`config.mk`:
```
export PLATFORM = sky130hd
export DESIGN_NAME = segment_rectangle_intersect
export DESIGN_NICKNAME = d
export VERILOG_FILES = /design/src/rtl/sri_pkg.sv /design/src/rtl/sri_prep.sv /design/src/rtl/sri_orient.sv /design/src/rtl/sri_decide.sv /design/src/rtl/segment_rectangle_intersect.sv
export VERILOG_INCLUDE_DIRS = /design/src /design/src/rtl
export SDC_FILE = /design/constraint.sdc
export NUM_CORES = 2
export LEC_CHECK = 0
export ABC_AREA = 1
export BUFFER_PORTS_ARGS = -buffer_cell sky130_fd_sc_hd__buf_2
export CAP_MARGIN = 20
export CORE_MARGIN = 3
export CORE_UTILIZATION = 30
export DETAILED_ROUTE_END_ITERATION = 12
export MAX_ROUTING_LAYER = met4
export PLACE_DENSITY = 0.43
export SLEW_MARGIN = 20
export SYNTH_ARGS = -nofsm -noshare
export SYNTH_HDL_FRONTEND = slang
export SYNTH_SLANG_ARGS = --single-unit
export TNS_END_PERCENT = 1
```
`constraint.sdc`:
```
create_clock -name clk -period 8.1 [get_ports clk]
set_clock_uncertainty 0.05 [all_clocks]
set_input_delay 1.62 -clock clk [delete_from_list [all_inputs] [get_ports clk]]
set_output_delay 1.62 -clock clk [all_outputs]
set_load 0.01 [all_outputs]
```
`src/rtl/segment_rectangle_intersect_assert.svh`:
```
// Assertion macros for the segment/rectangle contact block.
// Both macros sample on clk and are disabled while rst_n is low.
`ifndef SEGMENT_RECTANGLE_INTERSECT_ASSERT_SVH
`define SEGMENT_RECTANGLE_INTERSECT_ASSERT_SVH

// Same-cycle implication.
`define SRI_ASSERT_IMP(lbl, ante, cons) \
    lbl: assert property (@(posedge clk) disable iff (!rst_n) (ante) |-> (cons)) \
        else $error("assertion failed");

// Next-cycle implication.
`define SRI_ASSERT_NXT(lbl, ante, cons) \
    lbl: assert property (@(posedge clk) disable iff (!rst_n) (ante) |=> (cons)) \
        else $error("assertion failed");

`endif

```
`src/rtl/sri_pkg.sv`:
```
`default_nettype none

package sri_pkg;

    // Coordinate width and the widths that follow from it
    localparam int COORD_BITS = 16;
    localparam int DIFF_W     = COORD_BITS + 1;
    localparam int PROD_W     = 2 * DIFF_W;
    localparam int CROSS_W    = PROD_W + 1;
    localparam int NUM_FIELDS = 8;
    localparam int IN_W       = NUM_FIELDS * COORD_BITS;
    localparam int S_TDATA_W  = ((IN_W + 7) / 8) * 8;
    localparam int M_TDATA_W  = 8;
    localparam int NUM_EDGES  = 4;

    typedef logic signed [COORD_BITS-1:0] coord_t;
    typedef logic signed [DIFF_W-1:0]     diff_t;
    typedef logic signed [PROD_W-1:0]     prod_t;
    typedef logic signed [CROSS_W-1:0]    cross_t;

    typedef struct packed {
        coord_t x;
        coord_t y;
    } point_t;

    // First stage: sorted rectangle bounds, segment extent, segment direction
    typedef struct packed {
        point_t a;
        point_t b;
        coord_t x0;
        coord_t x1;
        coord_t y0;
        coord_t y1;
        coord_t min_x;
        coord_t max_x;
        coord_t min_y;
        coord_t max_y;
        diff_t  dab_x;
        diff_t  dab_y;
    } prep_t;

    // Second stage: cross product halves per corner, endpoint and per-edge flags
    typedef struct packed {
        prod_t [NUM_EDGES-1:0]  lhs;
        prod_t [NUM_EDGES-1:0]  rhs;
        logic                   end_in;
        logic [NUM_EDGES-1:0]   side_rej;
        logic [NUM_EDGES-1:0]   box_ok;
    } orient_t;

    function automatic coord_t cmin(coord_t p, coord_t q);
        return (p < q) ? p : q;
    endfunction

    function automatic coord_t cmax(coord_t p, coord_t q);
        return (p > q) ? p : q;
    endfunction

    function automatic logic cle(coord_t p, coord_t q);
        return p <= q;
    endfunction

    function automatic logic clt(coord_t p, coord_t q);
        return p < q;
    endfunction

    function automatic diff_t coord_diff(coord_t p, coord_t q);
        return diff_t'(p) - diff_t'(q);
    endfunction

    function automatic prod_t diff_mul(diff_t p, diff_t q);
        return prod_t'(p) * prod_t'(q);
    endfunction

    // Sign of l - r as {positive, negative}
    function automatic logic [1:0] cross_sign(prod_t l, prod_t r);
        cross_t c;
        c = cross_t'(l) - cross_t'(r);
        return {(!c[CROSS_W-1]) && (c != '0), c[CROSS_W-1]};
    endfunction

endpackage

`default_nettype wire

```
`src/rtl/sri_prep.sv`:
```
`default_nettype none

module sri_prep
    import sri_pkg::*;
(
    input  wire logic                 clk,
    input  wire logic                 rst_n,
    input  wire logic                 en,
    input  wire logic                 in_valid,
    input  wire logic [S_TDATA_W-1:0] in_data,
    output logic                      valid_reg,
    output prep_t                     data_reg
);

    coord_t f [NUM_FIELDS];
    prep_t  data_next;

    // Unpack coordinates from the stream word
    always_comb
    begin
        for (int k = 0; k < NUM_FIELDS; k++)
        begin
            f[k] = coord_t'(in_data[k*COORD_BITS +: COORD_BITS]);
        end
    end

    // Sort corners, segment extent, direction vector
    always_comb
    begin
        data_next.a.x  = f[0];
        data_next.a.y  = f[1];
        data_next.b.x  = f[2];
        data_next.b.y  = f[3];
        data_next.x0   = cmin(f[4], f[6]);
        data_next.x1   = cmax(f[4], f[6]);
        data_next.y0   = cmin(f[5], f[7]);
        data_next.y1   = cmax(f[5], f[7]);
        data_next.min_x = cmin(f[0], f[2]);
        data_next.max_x = cmax(f[0], f[2]);
        data_next.min_y = cmin(f[1], f[3]);
        data_next.max_y = cmax(f[1], f[3]);
        data_next.dab_x = coord_diff(f[2], f[0]);
        data_next.dab_y = coord_diff(f[3], f[1]);
    end

    always_ff @(posedge clk or negedge rst_n)
    begin
        if (!rst_n)
        begin
            valid_reg <= 1'b0;
        end
        else if (en)
        begin
            valid_reg <= in_valid;
        end
    end

    always_ff @(posedge clk)
    begin
        if (en && in_valid)
        begin
            data_reg <= data_next;
        end
    end

endmodule

`default_nettype wire

```
`src/rtl/sri_orient.sv`:
```
`default_nettype none

module sri_orient
    import sri_pkg::*;
(
    input  wire logic  clk,
    input  wire logic  rst_n,
    input  wire logic  en,
    input  wire logic  in_valid,
    input  wire prep_t in_data,
    output logic       valid_reg,
    output orient_t    data_reg
);

    point_t  corner [NUM_EDGES];
    orient_t data_next;
    logic    in_a;
    logic    in_b;
    logic    x_nz;
    logic    y_nz;

    // Rectangle corners counterclockwise from (x0, y0)
    always_comb
    begin
        corner[0].x = in_data.x0;
        corner[0].y = in_data.y0;
        corner[1].x = in_data.x1;
        corner[1].y = in_data.y0;
        corner[2].x = in_data.x1;
        corner[2].y = in_data.y1;
        corner[3].x = in_data.x0;
        corner[3].y = in_data.y1;
    end

    always_comb
    begin
        // Cross product halves of each corner against the segment line
        for (int k = 0; k < NUM_EDGES; k++)
        begin
            data_next.lhs[k] = diff_mul(in_data.dab_x,
                                        coord_diff(corner[k].y, in_data.a.y));
            data_next.rhs[k] = diff_mul(in_data.dab_y,
                                        coord_diff(corner[k].x, in_data.a.x));
        end

        // Endpoint containment
        in_a = cle(in_data.x0, in_data.a.x) && cle(in_data.a.x, in_data.x1) &&
               cle(in_data.y0, in_data.a.y) && cle(in_data.a.y, in_data.y1);
        in_b = cle(in_data.x0, in_data.b.x) && cle(in_data.b.x, in_data.x1) &&
               cle(in_data.y0, in_data.b.y) && cle(in_data.b.y, in_data.y1);
        data_next.end_in = in_a || in_b;

        // Edge-side test: both endpoints strictly on one side of a non-degenerate edge
        x_nz = (in_data.x1 != in_data.x0);
        y_nz = (in_data.y1 != in_data.y0);
        data_next.side_rej[0] = x_nz &&
            ((clt(in_data.y0, in_data.a.y) && clt(in_data.y0, in_data.b.y)) ||
             (clt(in_data.a.y, in_data.y0) && clt(in_data.b.y, in_data.y0)));
        data_next.side_rej[1] = y_nz &&
            ((clt(in_data.x1, in_data.a.x) && clt(in_data.x1, in_data.b.x)) ||
             (clt(in_data.a.x, in_data.x1) && clt(in_data.b.x, in_data.x1)));
        data_next.side_rej[2] = x_nz &&
            ((clt(in_data.y1, in_data.a.y) && clt(in_data.y1, in_data.b.y)) ||
             (clt(in_data.a.y, in_data.y1) && clt(in_data.b.y, in_data.y1)));
        data_next.side_rej[3] = y_nz &&
            ((clt(in_data.x0, in_data.a.x) && clt(in_data.x0, in_data.b.x)) ||
             (clt(in_data.a.x, in_data.x0) && clt(in_data.b.x, in_data.x0)));

        // Bounding box overlap of the segment with each edge
        data_next.box_ok[0] = cle(in_data.x0, in_data.max_x) &&
                              cle(in_data.min_x, in_data.x1) &&
                              cle(in_data.y0, in_data.max_y) &&
                              cle(in_data.min_y, in_data.y0);
        data_next.box_ok[1] = cle(in_data.x1, in_data.max_x) &&
                              cle(in_data.min_x, in_data.x1) &&
                              cle(in_data.y0, in_data.max_y) &&
                              cle(in_data.min_y, in_data.y1);
        data_next.box_ok[2] = cle(in_data.x0, in_data.max_x) &&
                              cle(in_data.min_x, in_data.x1) &&
                              cle(in_data.y1, in_data.max_y) &&
                              cle(in_data.min_y, in_data.y1);
        data_next.box_ok[3] = cle(in_data.x0, in_data.max_x) &&
                              cle(in_data.min_x, in_data.x0) &&
                              cle(in_data.y0, in_data.max_y) &&
                              cle(in_data.min_y, in_data.y1);
    end

    always_ff @(posedge clk or negedge rst_n)
    begin
        if (!rst_n)
        begin
            valid_reg <= 1'b0;
        end
        else if (en)
        begin
            valid_reg <= in_valid;
        end
    end

    always_ff @(posedge clk)
    begin
        if (en && in_valid)
        begin
            data_reg <= data_next;
        end
    end

endmodule

`default_nettype wire

```
`src/rtl/sri_decide.sv`:
```
`default_nettype none

module sri_decide
    import sri_pkg::*;
(
    input  wire logic    clk,
    input  wire logic    rst_n,
    input  wire logic    en,
    input  wire logic    in_valid,
    input  wire orient_t in_data,
    output logic         valid_reg,
    output logic         hit_reg
);

    logic [1:0]           osign [NUM_EDGES];
    logic [NUM_EDGES-1:0] line_rej;
    logic [NUM_EDGES-1:0] edge_hit;
    logic                 hit_next;

    // Orientation of each corner relative to the segment line
    always_comb
    begin
        for (int k = 0; k < NUM_EDGES; k++)
        begin
            osign[k] = cross_sign(in_data.lhs[k], in_data.rhs[k]);
        end
    end

    // Edge k runs from corner k to corner k+1; reject when both lie strictly
    // on one side of the segment line
    always_comb
    begin
        for (int e = 0; e < NUM_EDGES; e++)
        begin
            line_rej[e] = (osign[e][1] && osign[(e + 1) % NUM_EDGES][1]) ||
                          (osign[e][0] && osign[(e + 1) % NUM_EDGES][0]);
        end
        edge_hit = ~line_rej & ~in_data.side_rej & in_data.box_ok;
        hit_next = in_data.end_in || (|edge_hit);
    end

    always_ff @(posedge clk or negedge rst_n)
    begin
        if (!rst_n)
        begin
            valid_reg <= 1'b0;
        end
        else if (en)
        begin
            valid_reg <= in_valid;
        end
    end

    always_ff @(posedge clk)
    begin
        if (en && in_valid)
        begin
            hit_reg <= hit_next;
        end
    end

endmodule

`default_nettype wire

```
`src/rtl/segment_rectangle_intersect.sv`:
```
// Segment versus closed axis-aligned rectangle contact test.
// Input stream s_*: one query per item, eight signed coordinates (segment
// start, segment end, two opposite rectangle corners in any order).
// Output stream m_*: one item per query, bit 0 of m_tdata is 1 when the
// segment shares at least one point with the solid rectangle.
// Pipeline: three register stages (corner sort, cross products, sign
// decision); an accepted query passes through them in order, and m_tvalid
// rises once it has left the sign decision stage.
// Throughput: one item per cycle while m_tready stays high; every stage is a
// register with its own valid bit and the multipliers sit inside the cross product stage.
// Backpressure: a stage advances when it is empty or the stage after it
// advances, so bubbles are squeezed out and s_tready stays high as long as
// any stage has room. A stalled result is held in m_tdata unchanged.
// Reset: rst_n clears all valid bits; the pipeline comes up empty and ready.
// Results leave in the order queries were accepted.
`default_nettype none
`include "segment_rectangle_intersect_assert.svh"

module segment_rectangle_intersect
    import sri_pkg::*;
(
    input  wire logic                 clk,
    input  wire logic                 rst_n,
    // s_tdata fields, low bit up: seg_start_x, seg_start_y, seg_end_x,
    // seg_end_y, corner_a_x, corner_a_y, corner_b_x, corner_b_y
    input  wire logic [S_TDATA_W-1:0] s_tdata,
    input  wire logic                 s_tvalid,
    output logic                      s_tready,
    // m_tdata fields, low bit up: hit, then zero padding
    output logic [M_TDATA_W-1:0]      m_tdata,
    output logic                      m_tvalid,
    input  wire logic                 m_tready
);

    logic    prep_valid;
    prep_t   prep_data;
    logic    orient_valid;
    orient_t orient_data;
    logic    out_valid;
    logic    hit;
    logic    en_prep;
    logic    en_orient;
    logic    en_out;

    // Stage advance chain from the output back to the input
    always_comb
    begin
        en_out    = !out_valid || m_tready;
        en_orient = !orient_valid || en_out;
        en_prep   = !prep_valid || en_orient;
        s_tready  = en_prep;
    end

    sri_prep u_prep (
        .clk       (clk),
        .rst_n     (rst_n),
        .en        (en_prep),
        .in_valid  (s_tvalid),
        .in_data   (s_tdata),
        .valid_reg (prep_valid),
        .data_reg  (prep_data)
    );

    sri_orient u_orient (
        .clk       (clk),
        .rst_n     (rst_n),
        .en        (en_orient),
        .in_valid  (prep_valid),
        .in_data   (prep_data),
        .valid_reg (orient_valid),
        .data_reg  (orient_data)
    );

    sri_decide u_decide (
        .clk       (clk),
        .rst_n     (rst_n),
        .en        (en_out),
        .in_valid  (orient_valid),
        .in_data   (orient_data),
        .valid_reg (out_valid),
        .hit_reg   (hit)
    );

    assign m_tvalid = out_valid;
    assign m_tdata  = {{(M_TDATA_W-1){1'b0}}, hit};

    // An empty output register never blocks the input
    `SRI_ASSERT_IMP(a_ready_when_out_empty, !m_tvalid, s_tready)

    // A finished item moving into the output register shows up as valid
    `SRI_ASSERT_NXT(a_result_lands, orient_valid && en_out, m_tvalid)

    // An endpoint inside the rectangle always reports a hit
    `SRI_ASSERT_NXT(a_inside_hits, orient_valid && en_out && orient_data.end_in, m_tdata[0])

endmodule

`default_nettype wire
```
; ---- After elaboration in Yosys (flattened, before gate mapping)
; Index checks and enable logic that the tools add are counted.
; Widths: inputs -> output; s select.
[totals]
ff_bits = 375
latchBits = 0
mem_bits_rw = 0
mem_bits_ro = 0
inputBits = 132
out_inout_bits = 10
memories = 0
[classes]
add_sub_neg = 10
n_mul = 4
div = 0
n_lt_le_gt_ge = 40
eq_ne = 2
n_shift = 0
mux = 8
bitwise = 4
n_reduce_logical = 69
[op_table]
columns = op, n
row1 = $lt 16x16->1, 20
row2 = $le 16x16->1, 16
row3 = $reduce_bool 35->1, 4
row4 = $sub 34x34->35, 4
row5 = $mul 17x17->34, 4
row6 = $mux 16, 8
row7 = $sub 16x16->17, 6
row8 = $gt 16x16->1, 4
row9 = $logic_and 1x1->1, 44
row10 = $ne 16x16->1, 2
row11 = $logic_or 1x1->1, 13
row12 = $and 4x4->4, 2
row13 = $not 4->4, 2
row14 = $logic_not 1->1, 7
row15 = $reduce_or 4->1, 1

; ---- Depth between registers and ports, before layout
[logic_depth]
word_depth = 10
mapped_depth = 39

; ---- By module
; A second synthesis with hierarchy kept.
[hier_totals]
hier_cells = 10722
area_unflattened_um2 = 81623.3
[modules_own_cells]
columns = mod, instances, cells_each, area_each_um2
row1 = sri_orient, 1, 7104, 58459.8
row2 = sri_decide, 1, 2557, 11861.4
row3 = sri_prep, 1, 1048, 11219.5
row4 = segment_rectangle_intersect, 1, 13, 82.6

; ---- Worst setup path before layout
; OpenSTA, ideal clock, no wires.
[synth_timing]
kind = flip-flop to flip-flop
start = register u_prep.data_reg[130] (netlist name)
end = register u_orient.data_reg[76] (netlist name), data pin
arrival_ps = 7050
required_time_ps = 7792
setup_slack_ps = 742
stages_incl_launch_ff = 38
n_path_buf = 1
path_cell_list = edfxtp_1 inv_1 ha_1 fa_1 nor2_1 nor2_1 o221ai_1 nand2_1 nand2_1 a21oi_2 inv_1 or2_2 nand2_1 inv_1 clkbuf_1 nand2_1 fa_1 inv_1 (+2 left out) fa_1 inv_1 fa_1 fa_1 inv_1 fa_1 inv_1 ha_1 a21oi_1 inv_1 a21oi_1 o21ai_1 a21boi_0 o21ai_0 a21boi_2 nor2_1 o21ai_0 nand2_1
[synth_rtl]
columns = element, line
row1 = "start, declared", sri_prep.sv:12  ; output prep_t data_reg
row2 = "start signal, assigned", sri_prep.sv:62  ; data_reg <= data_next;
row3 = "end signal, assigned", sri_orient.sv:104  ; data_reg <= data_next;
row4 = "end, declared", sri_orient.sv:12  ; output orient_t data_reg

==> metrics.txt <==
first-pass GRT wire length=between 400000 and 500000 um; max cap viols=0; most common cell type on the critical path=fa_1; top cells by area, synth=fa_1, edfxtp_1, ha_1, inv_1, nand2_1; placed cells=13275; crit share post-route=0.963; slew margin rel.=0.248; CTS tree=yes; Synth top area share=0.312; Initial Util=0.303; routed len/inst=about 22 um; clock-pin transition on the worst setup and hold timing paths=80 ps; IO Pins=142; total CTS buffers=48; Hold Vio Cnt, Final=0; CP delay by family, top=adder cells; Setup crit end kind=register; Hold Path Origin=u_orient.valid_reg$_DFFE_PN0P_; slowest stage delay, CP=about 570 ps; Arr. time, crit path=8200 ps; crit path max fanout=7; Slowest cell on crit path=fa_1; CP Buf/Inv Count=4; row count=184; gpl congestion=between 0.9 and 1; shortest period the worst path allows=7800 ps; antenna violations before repair=11; EDFF count, synth=about 370; TritonCTS Sinks=between 300 and 400; RSZ-0062 raised after global routing=yes; Sum Neg Setup Slack=0 ps; R2R cell count=30; # fillers=27055; GRT overflow=0; GRT Overall Usage=0.227; Port Buffers=134; largest net degree at the start of global routing=~130; Post-DRT Antenna Nets=0; Clock Path Buffers=3; Chip Width=512 um; DP HPWL=roughly 250000 um; area leader, netlist=fa_1; root buffer cell=clkbuf_16; share of cells above drive strength 1=0.0742; fin cells=13392; synthesized area=roughly 77000 sq um; CORE AREA=253000 sq um; H-tree depth=2; # nets final=12123; vias in the first global route=between 60000 and 70000; Skew-Pair Late Insertion Delay=710 ps; R2R Setup Slk=300 ps; Seq/Total Area, Yosys=0.147; ys async rst share=0.00800; routed vias/inst=approximately 4.8; full die area=262000 sq um; Post-Syn Instances=9661; Area Growth Syn to Fin=11.2%; sequential cell area=11200 sq um; reg2reg end=u_orient.data_reg[42]$_DFFE_PP_; Final Max Tran Viols=0; Worst EP required=~8500 ps; Reg-to-Reg Start=u_prep.data_reg[146]$_DFFE_PP_; Hold Crit Class=register to register; hold path cells=2; # DRC=0; Post-synth top flop=edfxtp_1; Tightest Pin Transition=1120 ps; final setup violation count=0; critical path startpoint category=register; fmax=0.128 GHz; Starting DRT DRC Count=4215; Synth Area per Inst=7.94 sq um; crit path kind=register to register; cts hold-fix bufs=0; Netlist cell types=62; Synth Register Bits=375; max FFs per register=around 230; total number of vias=63634; status=completed; multi-input logic area=between 50000 and 60000 sq um; hold endpoint=u_decide.valid_reg$_DFFE_PN0P_; Yosys warning count=0; Routed WL=289000 um; drt pass-1 iters=6; die height=roughly 510 um; post-layout util=0.337
placed cells by master (no fill, tap or decap), drive strengths merged, types with 21 or more instances in the layout:
| master | netlist | layout |
|---|---|---|
| inv | 2272 | 2266 |
| o21bai | 26 | 26 |
| nand2 | 2213 | 2213 |
| nand3 | 226 | 226 |
| o21ai | 287 | 287 |
| ha | 798 | 798 |
| edfxtp | 372 | 372 |
| nor2 | 987 | 987 |
| clkbuf | 148 | 53 |
| or2 | 40 | 40 |
| a21oi | 421 | 421 |
| xnor2 | 101 | 101 |
| buf | 42 | 468 |
| nand3b | 21 | 21 |
| fa | 1194 | 1194 |
| nand4 | 98 | 98 |
| clkinv | 22 | 44 |
| nor3 | 54 | 54 |
| xor2 | 147 | 147 |
| o21a | 22 | 22 |
worst max-delay path by stage:
stage,depth (start not counted),start,endpoint
floorplan,37,u_prep.data_reg[130]$_DFFE_PP_,u_orient.data_reg[76]$_DFFE_PP_
global placement,34,u_prep.data_reg[100]$_DFFE_PP_,u_orient.data_reg[241]$_DFFE_PP_
detailed placement,34,u_prep.data_reg[100]$_DFFE_PP_,u_orient.data_reg[241]$_DFFE_PP_
CTS,29,u_prep.data_reg[146]$_DFFE_PP_,u_orient.data_reg[39]$_DFFE_PP_
global route,32,u_prep.data_reg[146]$_DFFE_PP_,u_orient.data_reg[39]$_DFFE_PP_
finish,30,u_prep.data_reg[146]$_DFFE_PP_,u_orient.data_reg[42]$_DFFE_PP_
area by class of cell:
type,count,share of cell area
Multi-Input combinational cell,6808,0.659
Sequential cell,375,0.132
Inverter,2294,0.102
Tap cell,3348,0.0491
Timing Repair Buffer,469,0.0384
Clock buffer,52,0.0143
Clock inverter,36,0.00503
Timing Repair inverter,3,0.000264
Antenna cell,7,0.000205
stage by stage:
step / area, sq um / setup slack [ps] / hold WS (ps)
floorplan: 76700 / 742 / 383
global placement: 83200 / -4.63 / 414
detailed placement: 83200 / -42.1 / 410
CTS: 84800 / 35.5 / 356
global route: 85300 / -112 / 397
finish: 85300 / 298 / 374
kinds of logic (layout without fill, tap and decap cells):
group	after synthesis	after routing	synth area share
buf+inv	2484	2854	0.123
fa+ha+maj	1992	1992	0.442
xor+xnor	248	248	0.0286
flops	375	375	0.147
compound gates	894	894	0.0676
simple gates	3667	3667	0.192
other cells	1	14	0.0000489
cell usage after synthesis, types with 5 or more instances:
cell type and n:
nor2_1 987, a221oi_1 12, inv_1 2263, nand4_1 98, a21oi_1 418, nand3b_1 21, nand3_1 224, or2_2 36
o21ai_2 41, nor4_1 16, xor2_1 144, a21o_1 15, clkinv_1 22, nand2_2 27, o21a_1 22, buf_2 14
o21ai_1 28, and2_1 5, xnor2_1 101, o21bai_1 25, o211ai_1 13, a211oi_1 18, a21boi_1 6, inv_2 9
a31oi_1 19, edfxtp_1 372, clkbuf_1 148, fa_1 1194, o221ai_1 18, nand2_1 2182, o21ai_0 218, buf_1 7
a21boi_0 10, nor3_1 54, buf_4 14, ha_1 798, buf_6 7
what timing repair did:
action,4_1_cts,5_1_grt
setup buffers,0,18
setup endpoints to repair,3,48
resized for setup,3,80
pin swaps,0,4
gates cloned,0,4
hold endpoints to repair,0,0
worst min-delay path, cell delays in order, from the launching register on:
cell and delay, ps:
dfrtp_1 320, inv_1 60, nand2_1 60
per-layer routing:
metal  GRT usage  routed length (um)  vias to the layer above
li1            -                   -                    30158
met1       0.305              133000                    31646
met2       0.368              134000                     1533
met3      0.0219               13000                      297
met4      0.0589                9270                        0
met5           -                   0                        -
Power is left out: the tool's default activity adds up to more than one toggle a clock period on the data nets, which glitch-free logic cannot reach.
